File: config.mk
export PLATFORM = sky130hd
export DESIGN_NAME = fixed_prefix_code_decoder
export DESIGN_NICKNAME = d
export VERILOG_FILES = /design/src/sv/fpcd_pkg.sv /design/src/sv/fixed_prefix_code_decoder.sv /design/src/sv/fpcd_cell.sv /design/src/sv/fpcd_outq.sv
export SDC_FILE = /design/constraint.sdc
export NUM_CORES = 1
export LEC_CHECK = 0
export BUFFER_PORTS_ARGS = -buffer_cell sky130_fd_sc_hd__buf_2
export CAP_MARGIN = 20
export CORE_ASPECT_RATIO = 0.75
export CORE_UTILIZATION = 44
export DETAILED_ROUTE_END_ITERATION = 10
export GPL_TIMING_DRIVEN = 0
export PLACE_DENSITY = 0.63
export REMOVE_ABC_BUFFERS = 1
export SETUP_SLACK_MARGIN = 0.4
export SYNTH_ARGS = -nofsm -noshare
export SYNTH_HDL_FRONTEND = slang
export SYNTH_SLANG_ARGS = --single-unit
File: constraint.sdc
create_clock -name i_clk -period 9.9 [get_ports i_clk]
set_input_delay 0.99 -clock i_clk [delete_from_list [all_inputs] [get_ports i_clk]]
set_output_delay 0.99 -clock i_clk [all_outputs]
set_load 0.02 [all_outputs]
File: src/sv/fpcd_pkg.sv
// Package for the fixed prefix-code decoder: widths, code tree tables,
// and the link type passed between neighboring bit cells.
// No dependencies.
`default_nettype none
package fpcd_pkg;

    localparam int CODE_W       = 8;   // code_bits width
    localparam int COUNT_W      = 4;   // bit_count width
    localparam int SYM_W        = 8;   // symbol width
    localparam int POS_W        = 4;   // tree node index width
    localparam int SLOT_W       = 2;   // result slot index / count width
    localparam int MAX_RESULTS  = 3;   // symbols one item can complete
    localparam int BITS_PER_ITEM_DEF = 8;
    localparam int QUEUE_DEPTH  = 4;   // output queue entries
    localparam int QPTR_W       = 2;
    localparam int QCNT_W       = 3;

    localparam logic [POS_W-1:0] ROOT_NODE = 4'd0;

    // Carried from one bit cell to the next.
    typedef struct packed {
        logic [POS_W-1:0]  pos;   // tree node reached so far
        logic [SLOT_W-1:0] cnt;   // symbols completed so far, saturates at 3
    } t_cell_link;

    // One output queue entry.
    typedef struct packed {
        logic             last;
        logic [SYM_W-1:0] sym;
    } t_qentry;

    // Child node index when the child is an internal node.
    function automatic logic [POS_W-1:0] fpcd_next(input logic [POS_W-1:0] pos,
                                                   input logic b);
        logic [POS_W-1:0] nxt;
        nxt = ROOT_NODE;
        unique case (pos)
            4'd0:    nxt = b ? 4'd2  : 4'd1;
            4'd1:    nxt = b ? 4'd4  : 4'd3;
            4'd2:    nxt = b ? 4'd10 : 4'd9;
            4'd4:    nxt = b ? 4'd5  : 4'd0;
            4'd5:    nxt = b ? 4'd6  : 4'd0;
            4'd6:    nxt = b ? 4'd7  : 4'd0;
            4'd7:    nxt = b ? 4'd0  : 4'd8;
            4'd10:   nxt = b ? 4'd12 : 4'd11;
            4'd12:   nxt = b ? 4'd0  : 4'd13;
            4'd14,
            4'd15:   nxt = b ? 4'd2  : 4'd1;   // unreachable nodes act as root
            default: nxt = ROOT_NODE;
        endcase
        return nxt;
    endfunction

    // ASCII code when the child is a leaf, zero when it is internal.
    function automatic logic [SYM_W-1:0] fpcd_leaf(input logic [POS_W-1:0] pos,
                                                   input logic b);
        logic [SYM_W-1:0] sym;
        sym = '0;
        unique case (pos)
            4'd3:    sym = b ? "1" : "2";
            4'd4:    sym = b ? 8'd0 : "+";
            4'd5:    sym = b ? 8'd0 : "6";
            4'd6:    sym = b ? 8'd0 : "9";
            4'd7:    sym = b ? "0" : 8'd0;
            4'd8:    sym = b ? ")" : "(";
            4'd9:    sym = b ? "a" : "*";
            4'd11:   sym = b ? "4" : "5";
            4'd12:   sym = b ? "3" : 8'd0;
            4'd13:   sym = b ? "8" : "7";
            default: sym = '0;
        endcase
        return sym;
    endfunction

endpackage
`default_nettype wire

File: src/sv/fixed_prefix_code_decoder.sv
// Top level of the fixed prefix-code decoder: bit cell chain, tree position
// register and output queue. Depends on fpcd_pkg, fpcd_cell, fpcd_outq.
//
// Decodes a bit stream against a fixed 15-symbol prefix code (digits, '+',
// '*', 'a', '(' and ')', codes of 3 to 7 bits). Each input beat carries up
// to eight code bits, most significant first, a bit count in tdata and a
// message-end flag in tlast; message end drops any partial code after the
// beat's bits are decoded. Each completed symbol leaves as one output beat
// with its ASCII code, and tlast marks the final symbol a beat produced; a
// beat that completes no symbol produces no output. Timing: a row of
// BITS_PER_ITEM identical bit cells walks the tree for a whole beat
// combinationally, so input beats are taken back to back as long as each
// yields at most one symbol and the output is not stalled. Results go
// through a four-entry queue that drains one symbol per cycle while the
// output is ready; an input beat is taken whenever the queue holds at most
// one entry, so a beat yielding k symbols leaves as k output beats.
`default_nettype none
module fixed_prefix_code_decoder #(
    parameter int BITS_PER_ITEM = fpcd_pkg::BITS_PER_ITEM_DEF   // 1..8
) (
    input  logic        i_clk,
    input  logic        i_rst_n,
    // input stream
    input  logic        i_s_tvalid,
    output logic        o_s_tready,
    input  logic [15:0] i_s_tdata,    // [7:0] code_bits, [11:8] bit_count, [15:12] zero
    input  logic        i_s_tlast,    // message_end
    // output stream
    output logic        o_m_tvalid,
    input  logic        i_m_tready,
    output logic [7:0]  o_m_tdata,    // [7:0] symbol
    output logic        o_m_tlast     // last_of_run
);
    import fpcd_pkg::*;

    logic [CODE_W-1:0]  code_bits;
    logic [COUNT_W-1:0] bit_count;
    logic               accept;

    logic [POS_W-1:0]   r_pos, n_pos;

    t_cell_link         link [BITS_PER_ITEM+1];
    logic               emit [BITS_PER_ITEM];
    logic [SLOT_W-1:0]  slot [BITS_PER_ITEM];
    logic [SYM_W-1:0]   csym [BITS_PER_ITEM];

    t_qentry            q_in [MAX_RESULTS];
    t_qentry            q_out;
    logic               q_room;
    logic [SLOT_W-1:0]  n_res;

    assign code_bits = i_s_tdata[CODE_W-1:0];
    assign bit_count = i_s_tdata[CODE_W+COUNT_W-1:CODE_W];
    assign accept    = i_s_tvalid && o_s_tready;
    assign o_s_tready = q_room;

    // Chain head: current tree position, no symbols yet.
    assign link[0].pos = r_pos;
    assign link[0].cnt = '0;

    // One cell per bit; cell i looks at bit 7-i and is live while i < bit_count.
    // Counts above BITS_PER_ITEM fall off the end of the chain.
    for (genvar g = 0; g < BITS_PER_ITEM; g++) begin : g_cell
        fpcd_cell u_cell (
            .i_link (link[g]),
            .i_bit  (code_bits[CODE_W-1-g]),
            .i_act  (COUNT_W'(g) < bit_count),
            .o_link (link[g+1]),
            .o_emit (emit[g]),
            .o_slot (slot[g]),
            .o_sym  (csym[g])
        );
    end

    assign n_res = link[BITS_PER_ITEM].cnt;

    // Gather each claimed slot's symbol; a slot is claimed by at most one cell.
    always_comb begin
        for (int k = 0; k < MAX_RESULTS; k++) begin
            q_in[k].sym  = '0;
            q_in[k].last = (SLOT_W'(k) + 1'b1 == n_res);
            for (int c = 0; c < BITS_PER_ITEM; c++) begin
                if (emit[c] && (slot[c] == SLOT_W'(k))) begin
                    q_in[k].sym = q_in[k].sym | csym[c];
                end
            end
        end
    end

    // Advance the tree position on each accepted beat; message end drops it.
    assign n_pos = i_s_tlast ? ROOT_NODE : link[BITS_PER_ITEM].pos;

    always_ff @(posedge i_clk) begin
        if (!i_rst_n) begin
            r_pos <= ROOT_NODE;
        end else if (accept) begin
            r_pos <= n_pos;
        end
    end

    fpcd_outq u_outq (
        .i_clk    (i_clk),
        .i_rst_n  (i_rst_n),
        .i_push   (accept),
        .i_push_n (n_res),
        .i_data   (q_in),
        .o_room   (q_room),
        .o_valid  (o_m_tvalid),
        .i_ready  (i_m_tready),
        .o_data   (q_out)
    );

    assign o_m_tdata = q_out.sym;
    assign o_m_tlast = q_out.last;

endmodule
`default_nettype wire

File: src/sv/fpcd_cell.sv
// One bit cell of the decoder chain: steps the tree position by one bit
// and reports a completed symbol. Depends on fpcd_pkg.
`default_nettype none
module fpcd_cell (
    input  fpcd_pkg::t_cell_link        i_link,
    input  logic                        i_bit,
    input  logic                        i_act,
    output fpcd_pkg::t_cell_link        o_link,
    output logic                        o_emit,
    output logic [fpcd_pkg::SLOT_W-1:0] o_slot,
    output logic [fpcd_pkg::SYM_W-1:0]  o_sym
);
    import fpcd_pkg::*;

    logic [SYM_W-1:0] leaf_sym;
    logic             is_leaf;
    logic             room;

    assign leaf_sym = fpcd_leaf(i_link.pos, i_bit);
    assign is_leaf  = (leaf_sym != '0);
    assign room     = (i_link.cnt < SLOT_W'(MAX_RESULTS));

    assign o_sym  = leaf_sym;
    assign o_slot = i_link.cnt;
    assign o_emit = i_act && is_leaf && room;

    always_comb begin
        o_link = i_link;
        if (i_act) begin
            if (is_leaf) begin
                // return to root, claim the next result slot if one is left
                o_link.pos = ROOT_NODE;
                if (room) begin
                    o_link.cnt = i_link.cnt + 1'b1;
                end
            end else begin
                o_link.pos = fpcd_next(i_link.pos, i_bit);
            end
        end
    end

endmodule
`default_nettype wire

File: src/sv/fpcd_outq.sv
// Output queue of decoded symbols: takes up to three entries per cycle,
// hands out one per beat. Depends on fpcd_pkg.
`default_nettype none
module fpcd_outq (
    input  logic                        i_clk,
    input  logic                        i_rst_n,
    input  logic                        i_push,
    input  logic [fpcd_pkg::SLOT_W-1:0] i_push_n,
    input  fpcd_pkg::t_qentry           i_data [fpcd_pkg::MAX_RESULTS],
    output logic                        o_room,
    output logic                        o_valid,
    input  logic                        i_ready,
    output fpcd_pkg::t_qentry           o_data
);
    import fpcd_pkg::*;

    t_qentry             r_mem [QUEUE_DEPTH];
    logic [QPTR_W-1:0]   r_wr, n_wr;
    logic [QPTR_W-1:0]   r_rd, n_rd;
    logic [QCNT_W-1:0]   r_cnt, n_cnt;
    logic [QCNT_W-1:0]   push_n;
    logic                pop;

    assign pop     = (r_cnt != '0) && i_ready;
    assign push_n  = i_push ? QCNT_W'(i_push_n) : '0;
    assign o_valid = (r_cnt != '0);
    assign o_data  = r_mem[r_rd];
    // room for a full item of three results
    assign o_room  = (r_cnt <= QCNT_W'(QUEUE_DEPTH - MAX_RESULTS));

    assign n_wr  = r_wr + push_n[QPTR_W-1:0];
    assign n_rd  = r_rd + QPTR_W'(pop);
    assign n_cnt = r_cnt + push_n - QCNT_W'(pop);

    always_ff @(posedge i_clk) begin
        if (!i_rst_n) begin
            r_wr  <= '0;
            r_rd  <= '0;
            r_cnt <= '0;
        end else begin
            r_wr  <= n_wr;
            r_rd  <= n_rd;
            r_cnt <= n_cnt;
        end
    end

    always_ff @(posedge i_clk) begin
        for (int j = 0; j < MAX_RESULTS; j++) begin
            if (QCNT_W'(j) < push_n) begin
                r_mem[r_wr + QPTR_W'(j)] <= i_data[j];
            end
        end
    end

endmodule
`default_nettype wire

After elaboration in Yosys (flattened, before gate mapping). Memories as Yosys holds them, arrays and structs flattened. A register that Yosys moved wholly into a read port is not among the register bits. Index checks and enable logic that the tools add are counted.

Equal/unequal tests: 137. Mux-type cells: 230. $add $sub $neg: 13. Order comparisons: 19. Reduce and logical (&&, ||, !) cells: 70. Bitwise logic cells: 19.

Operators with widths (count): 8-bit case mux with 10 select lines (8); 6-bit two-way mux (48); 4-bit case mux with 9 select lines (8); 4-bit equality test (second input constant) (64); 8-bit two-way mux (22); 8-bit OR (19); 4-bit two-way mux (33); 4-bit by 3-bit equality test with 1-bit output (second input constant) (32); 3-bit two-way mux (40); 2-bit two-way mux (40); 4-bit by 2-bit equality test with 1-bit output (second input constant) (16); 8-bit nonzero test (8); 7-bit two-way mux (8); 1-bit logical AND (38); 4-bit by 1-bit equality test with 1-bit output (second input constant) (8); 4-bit zero test (8); 3-bit OR reduction (8); 1-bit two-way mux (23); 2-bit by 1-bit adder with 2-bit output (second input constant) (8); 3-bit by 4-bit < comparator with 1-bit output (first input constant) (4); 2-bit by 1-bit equality test with 1-bit output (second input constant) (7); 2-bit equality test (second input constant) (7); 2-bit zero test (7); 2-bit < comparator (second input constant) (7); other kinds (13) (17).

Output and inout port bits: 11. RAM bits: 36. Memories kept: 1. Word-level logic and storage cells: 493. Flip-flop bits (word level): 11.

Memory list: u_outq.r_mem (depth 4, width 9, read ports 1, clocked after memory_dff 1, write ports 3, RTL line fpcd_outq.sv:17) `t_qentry r_mem [QUEUE_DEPTH];`.

Logic depth before layout (Yosys ltp). Gate-level depths: netlist of run 1.

Word-level depth: 44. Gate-level depth with buffers: 38.

By module. A second synthesis of run 1 with hierarchy kept.

Cell total of the unflattened synthesis: 1094. Area, all modules: 9198.8 µm².

Modules (own cells, without submodules): fpcd_cell (instances 8, cells an instance 84, sequential area each 0.0 µm², area an instance 560.5 µm²); fpcd_outq (instances 1, cells an instance 182, sequential area each 1221.2 µm², area an instance 2680.1 µm²); fixed_prefix_code_decoder (instances 1, cells an instance 240, sequential area each 80.1 µm², area an instance 2034.5 µm²).

Worst setup path before layout of run 1. No wires, ideal clock.

Path kind: input port to flip-flop. Start: in i_s_tdata[8]. End: mem u_outq.r_mem[1][0] (netlist name), enable pin. Required time: 9.516 ns. Path buffers: 7. Path slack: 1.178 ns. Stages on the path: 33. Arrival time: 8.338 ns. Cells stage by stage: buf_6 > or4_1 > buf_2 > mux2i_2 > o211ai_2 > or4_1 > and3_1 > buf_6 > buf_6 > nand4_2 > a21oi_1 > a41oi_2 > nand2_1 > buf_2 > or4_4 > nand3_4 > nor2_4 > a32o_1 > o41a_2 > nor3_1 > nand2_1 > and4b_1 > buf_2 > nor4b_1 > a221o_1 > and2_1 > buf_6 > a21oi_4 > a21oi_2 > a211oi_4 > and2_1 > a21oi_1 > o21ai_0.

RTL lines: start: declaration (RTL line fixed_prefix_code_decoder.sv:26) `input logic [15:0] i_s_tdata,`; end: declaration (RTL line fpcd_outq.sv:17).

==> impl_metrics.toml, run 1 <==
[status]
status = "finished clean"

[worst_setup_path]
rrSetupSlack_ps = 800
reg2reg_depth = 27
worst_path_max_delay_cell = "or4_1"
critical_path.startpoint_type = "primary input"
cp_max_fo = 14
critical_path_buf_inv_count = 3
r2r-start = "r_pos[0]$_SDFFE_PN0P_"
cp.arrival_ps = 9490
critPathTopFamily = "compound AO/OA/AOI/OAI gates"
timing.rr.end = "u_outq.r_mem[1][2]$_DFFE_PP_"
crit_path_max_incr_delay_ps = 660
worst_setup_path_end_kind = "flip-flop"
worst-setup-path-type = "primary input to flip-flop"
cp.required_ps = 10050
cp-startpoint = "i_s_tdata[10]"

[logic_synthesis]
synthCells = 1149
syn-mean-instance-area_um2 = 6.82
synth_area_mm2 = 0.00784
synth_area_leaders = "edfxtp_1, nand2_1, nor2_1, o21ai_0, a21oi_1"
ys_seq_area_share_pct = 15.1
post_synth_num_cell_types = 107
netlist.area_leader.share_pct = 12.3
ys_async_sr_fraction_pct = 0
ys_ff_latch = 43
yosysTopAreaCell = "edfxtp_1"
ys.flop_type = "edfxtp_1"
yosysWarnings = 0
synth_edf_count = 32

[floorplan]
num_rows = 41
fp.coreArea_mm2 = 0.0171
fp.dieW_um = 156
ios = 32
start_util_pct = 45.7
die_h_um = 118
die-area_mm2 = 0.0184

[timing]
period_share_pct = 94.3
maxSlewHeadroom_pct = 30.6
final_hold_viol_count = 0
slew_violations = 0
rsz0062_at_grt = "false"
worstMarginPinSlew_ps = 1040
final.setup_skew_ps = 4.95
finalCriticalPeriod_ps = 9340
worst_slack_ps = 564
setup_viol = 0
final.setup.tns_ps = 0
fmax_mhz = 107

[cells_and_area]
fin_util_pct = 52.8
syn_to_final_growth_pct = 15.5
drive_above_1_share_pct = 19.7
antenna_cells = 0
nets = 1170

[placement]
port_buffers = 26
place_ws_ps = -2470
dp_hpwl_um = 20500
gp_congestion = 0.996

[global_routing]
track_usage_pct = 30.6
grt_pass1_vias = 8307
grt_max_degree = 31
grt_pass1_wl_um = 45500
grt_overflow_total = 0
antenna_found_initial = 0

[drt]
routed_wl_um = 29300
routedWlPerCell_um = 21.2
drtIter0Drc = 1573
detail_route.vias_per_cell = 6.98
first_pass_iters = 8
ant_nets = 0
drc = 0
vias = 9628

[cts]
clkTransAtPathRegs_ps = 60
ctsHoldBuffers = 0
clock-sinks = 43
htree_num_levels = 2
cts_tree = "built"
cts_buffer_depth = 2
cts-root-buf = "clkbuf_16"
cts_buffers = 5
clk_latency_ps = 290

[flow_run]
cap_violations = 0

[hold_path]
hold_path_class = "flip-flop to flip-flop"
hold_depth = 4
min_to = "u_outq.r_cnt[2]$_SDFF_PN0_"
hold_start = "u_outq.r_cnt[2]$_SDFF_PN0_"
-- flip-flops by register name (all words and copies together) (netlist names) --
signal        count
u_outq.r_mem     32
r_pos             4
u_outq.r_cnt      3
u_outq.r_rd       2
u_outq.r_wr       2
-- kinds of logic (layout without fill, tap and decap cells) --
| family | Yosys count | in the layout | synth area share, % |
|---|---|---|---|
| fa+ha+maj | 6 | 6 | 1.05 |
| buf+inv | 132 | 127 | 7.18 |
| simple gates | 500 | 500 | 31.7 |
| xor+xnor | 13 | 13 | 1.45 |
| other cells | 1 | 1 | 0.0478 |
| mux | 14 | 14 | 3.13 |
| flops | 43 | 43 | 15.1 |
| compound gates | 440 | 440 | 40.4 |
-- synth_stat cells (8+ instances only) --
master and instances:
nand4_1 11, a32oi_1 8, a21o_1 11, o22ai_1 21
clkbuf_1 59, nor4_1 10, mux4_2 8, nor2_1 123
edfxtp_1 32, xnor2_1 10, and3_1 16, a221oi_1 12
nand2b_1 9, a21oi_1 80, nand2_1 151, and2_1 22
buf_2 26, a222oi_1 14, o21ai_1 11, o21ai_0 81
nor3_1 45, o211ai_1 19, inv_1 33, dfxtp_1 11
or3_1 14, o21a_1 8, o221ai_1 33, a221o_1 12
nand3_1 37, o31ai_1 13, a22oi_1 15, nor2b_1 13
a31oi_1 22
-- worst max-delay path by stage --
stage / to / cells past startpoint
after global routing: u_outq.r_cnt[2]$_SDFF_PN0_ / 32
after CTS: u_outq.r_cnt[2]$_SDFF_PN0_ / 34
final: u_outq.r_mem[1][2]$_DFFE_PP_ / 28
after global placement: u_outq.r_mem[1][6]$_DFFE_PP_ / 27
after floorplan: u_outq.r_mem[3][0]$_DFFE_PP_ / 26
after detailed placement: u_outq.r_mem[0][6]$_DFFE_PP_ / 27
-- layer usage --
metal / part of all wire [%] / GRT usage (%) / up-vias
li1: - / - / 4462
met1: 45 / 48.7 / 4476
met2: 40 / 41.4 / 619
met3: 13 / 6.48 / 71
met4: 2.0 / 5.15 / 0
met5: 0 / 0.840 / -
-- through the flow --
stage / cell area [um2] / hold slack [ps] / cells
after global routing: 9050 / 803 / 1380
after detailed placement: 7880 / 744 / 1320
after CTS: 8480 / 756 / 1351
final: 9050 / 746 / 1380
after floorplan: 7410 / 676 / 1052
after global placement: 7830 / 714 / 1314
-- worst register-to-register path: stages, from the launching register on --
cell and delay, ps:
dfxtp_1 1000, nor4bb_1 450, a22oi_1 200, o211ai_1 290, o22ai_1 190, a31oi_2 250, and2b_1 330, nand2_2 200
o32ai_4 500, nor2_4 150, nor4_4 410, or4_4 230, nor2_1 100, or4_1 640, a22oi_2 330, buf_4 250
nor3_1 80, a211o_1 300, a311oi_1 510, a221o_2 360, nand2b_2 130, nor3_1 330, nor4_4 110, a21oi_2 420
nor2b_1 530, inv_1 80, o21ai_1 350, a221o_1 240
-- cell type report --
class | count | area, um2
clock buffer | 5 | 125
clock inverter | 3 | 43.8
fill | 1659 | 8080
inverter | 35 | 131
multi-input combinational | 974 | 6680
sequential | 43 | 1180
tap | 236 | 295
timing repair buffer | 84 | 593
-- repair_timing --
action                     in CTS  in global routing
setup endpoints to repair      73                 69
setup buffers                  23                 29
pin swaps                      10                 19
resized for setup              56                 69
-- placed cells by master (no fill, tap or decap), types with 19 or more instances in the layout --
master and n:
buf_2 23, o211ai_1 19, buf_4 53, edfxtp_1 32, o221ai_1 30, o22ai_1 21
nand3_1 33, nor3_1 38, a31oi_1 21, nor2_1 119, inv_1 33, and2_1 19
a21oi_1 72, o21ai_0 78, nand2_1 145
Power of run 1 is not shown: default switching activity piles up to over one toggle a cycle in this logic, so the estimate is an artifact.
==> run 2: changes to the inputs <==
--- a/config.mk
+++ b/config.mk
@@ -5,12 +5,13 @@
 export SDC_FILE = /design/constraint.sdc
 export NUM_CORES = 1
 export LEC_CHECK = 0
-export BUFFER_PORTS_ARGS = -buffer_cell sky130_fd_sc_hd__buf_2
+export BUFFER_PORTS_ARGS = -buffer_cell sky130_fd_sc_hd__clkbuf_2
 export CAP_MARGIN = 20
 export CORE_ASPECT_RATIO = 0.75
 export CORE_UTILIZATION = 44
 export DETAILED_ROUTE_END_ITERATION = 10
 export GPL_TIMING_DRIVEN = 0
+export HOLD_SLACK_MARGIN = 0.12
 export PLACE_DENSITY = 0.63
 export REMOVE_ABC_BUFFERS = 1
 export SETUP_SLACK_MARGIN = 0.4
==> constraint.sdc (replaced) <==
create_clock -name i_clk -period 9.9 [get_ports i_clk]
set_input_delay 0.99 -clock i_clk [delete_from_list [all_inputs] [get_ports i_clk]]
set_output_delay 0.99 -clock i_clk [all_outputs]
set_load 0.005 [all_outputs]
==> run 2 against run 1 <==
Net effect: routed wire length is essentially flat; register-to-register slack lost 40 ps; maximum frequency is essentially flat; global-route usage shrank 0.30 points; utilization grew 0.11 points; die area is the same; non-clock buffer count shrank 1; worst hold slack gained 5.0 ps.
==> impl_metrics.toml, run 2 (synthesis gave the netlist of run 1 again) <==
[timing]
worstMarginPinSlew_ps = 1090
fmax_mhz = 107
holdWs_ps = 751
final.setup_skew_ps = 5.13
setup_viol = 0
rsz0062_at_grt = "true"
maxSlewHeadroom_pct = 26.6
period_share_pct = 94.3
finalCriticalPeriod_ps = 9330
slew_violations = 0
final_hold_viol_count = 0

[cells_and_area]
syn_to_final_growth_pct = 15.7
drive_above_1_share_pct = 19.0
largest_reg_flops = 32
final_common_cell = "nand2_1"
fin_util_pct = 52.9
nets = 1170
antenna_cells = 0
reg.largest.list = "u_outq.r_mem (32), r_pos (4), u_outq.r_cnt (3)"
instances_no_fill = 1380
largest-register = "u_outq.r_mem"
final_cell_mix = "nand2_1, nor2_1, o21ai_0, a21oi_1, buf_4"

[worst_setup_path]
cp.arrival_ps = 9330
worst_setup_path_end_kind = "flip-flop"
critical_path.startpoint_type = "primary input"
cp_common_cell = "buf_4"
cp-startpoint = "i_s_tdata[10]"
r2r-start = "r_pos[2]$_SDFFE_PN0P_"
cp.required_ps = 9890
crit_path_max_incr_delay_ps = 640
worst_path_max_delay_cell = "or4_4"
worst-setup-path-type = "primary input to flip-flop"
cp_max_fo = 17

[floorplan]
fp.dieW_um = 156
die-area_mm2 = 0.0184
start_util_pct = 45.7
num_rows = 41
ios = 32
fp.coreArea_mm2 = 0.0171
die_h_um = 118

[global_routing]
track_usage_pct = 30.3
grt_pass1_vias = 8200
grt_overflow_total = 0
grt_pass1_wl_um = 44900
antenna_found_initial = 0
grt_max_degree = 31

[placement]
dp_hpwl_um = 20600
dp.cells = 1319
gp_congestion = 0.968
port_buffers = 26

[hold_path]
hold_start = "u_outq.r_cnt[2]$_SDFF_PN0_"
hold_path_class = "flip-flop to flip-flop"

[drt]
detail_route.vias_per_cell = 6.98
routedWlPerCell_um = 21.2
drc = 0
ant_nets = 0
first_pass_iters = 6
vias = 9638
drtIter0Drc = 1423
routed_wl_um = 29200

[cts]
clkTransAtPathRegs_ps = 60
htree_num_levels = 2
cts-root-buf = "clkbuf_16"
cts_buffers = 5
cts_tree = "built"
cts_buffer_depth = 2
clock-sinks = 43
clk_latency_ps = 290
ctsHoldBuffers = 0

[flow_run]
cap_violations = 0

[status]
status = "finished clean"
## run 2: worst paths after layout
check / to / cells past startpoint / slack, ps
max: u_outq.r_mem[3][4]$_DFFE_PP_ / 32 / 570
min: u_outq.r_cnt[2]$_SDFF_PN0_ / 4 / 750
max reg2reg: u_outq.r_mem[3][4]$_DFFE_PP_ / 31 / 760
min reg2reg: u_outq.r_cnt[2]$_SDFF_PN0_ / 4 / 750
## run 2: repair_timing
item	CTS	global route
cloned	0	1
endpoints found under the setup margin	73	69
pin swaps	12	14
gates resized for setup	63	60
setup buffers	31	21
## run 2: per-layer routing
layer  vias up  global-route usage, %  wire length (um)
met5         -                      0                 0
met4         0                   3.49               337
met3        43                   7.03              3470
met2       583                   42.0             12100
met1      4562                   47.6             13300
li1       4450                      -                 -
## run 2: critical path, delay by kind of cell
kind	cells	cell delay [ps]
AND/OR/NAND/NOR	9	2790
AO/OA/AOI/OAI	16	4000
multiplexers	1	240
buffers and inverters	6	1260
## run 2: cell type report
| cell class | instances | area, um2 |
|---|---|---|
| clock buffer | 5 | 125 |
| clock inverter | 3 | 43.8 |
| fill | 1697 | 8060 |
| inverter | 35 | 131 |
| multi-input combinational | 975 | 6700 |
| sequential | 43 | 1180 |
| tap | 236 | 295 |
| timing repair buffer | 83 | 592 |
## run 2: stage by stage
stage	setup TNS, ps	area [um2]	setup WS [ps]
floorplan	-6620	7410	-295
CTS	0	8600	405
global route	0	9070	335
global placement	-241630	7830	-3920
detailed placement	-146630	7880	-2390
finish	0	9070	566
Power of run 2 is left out for the same reason.
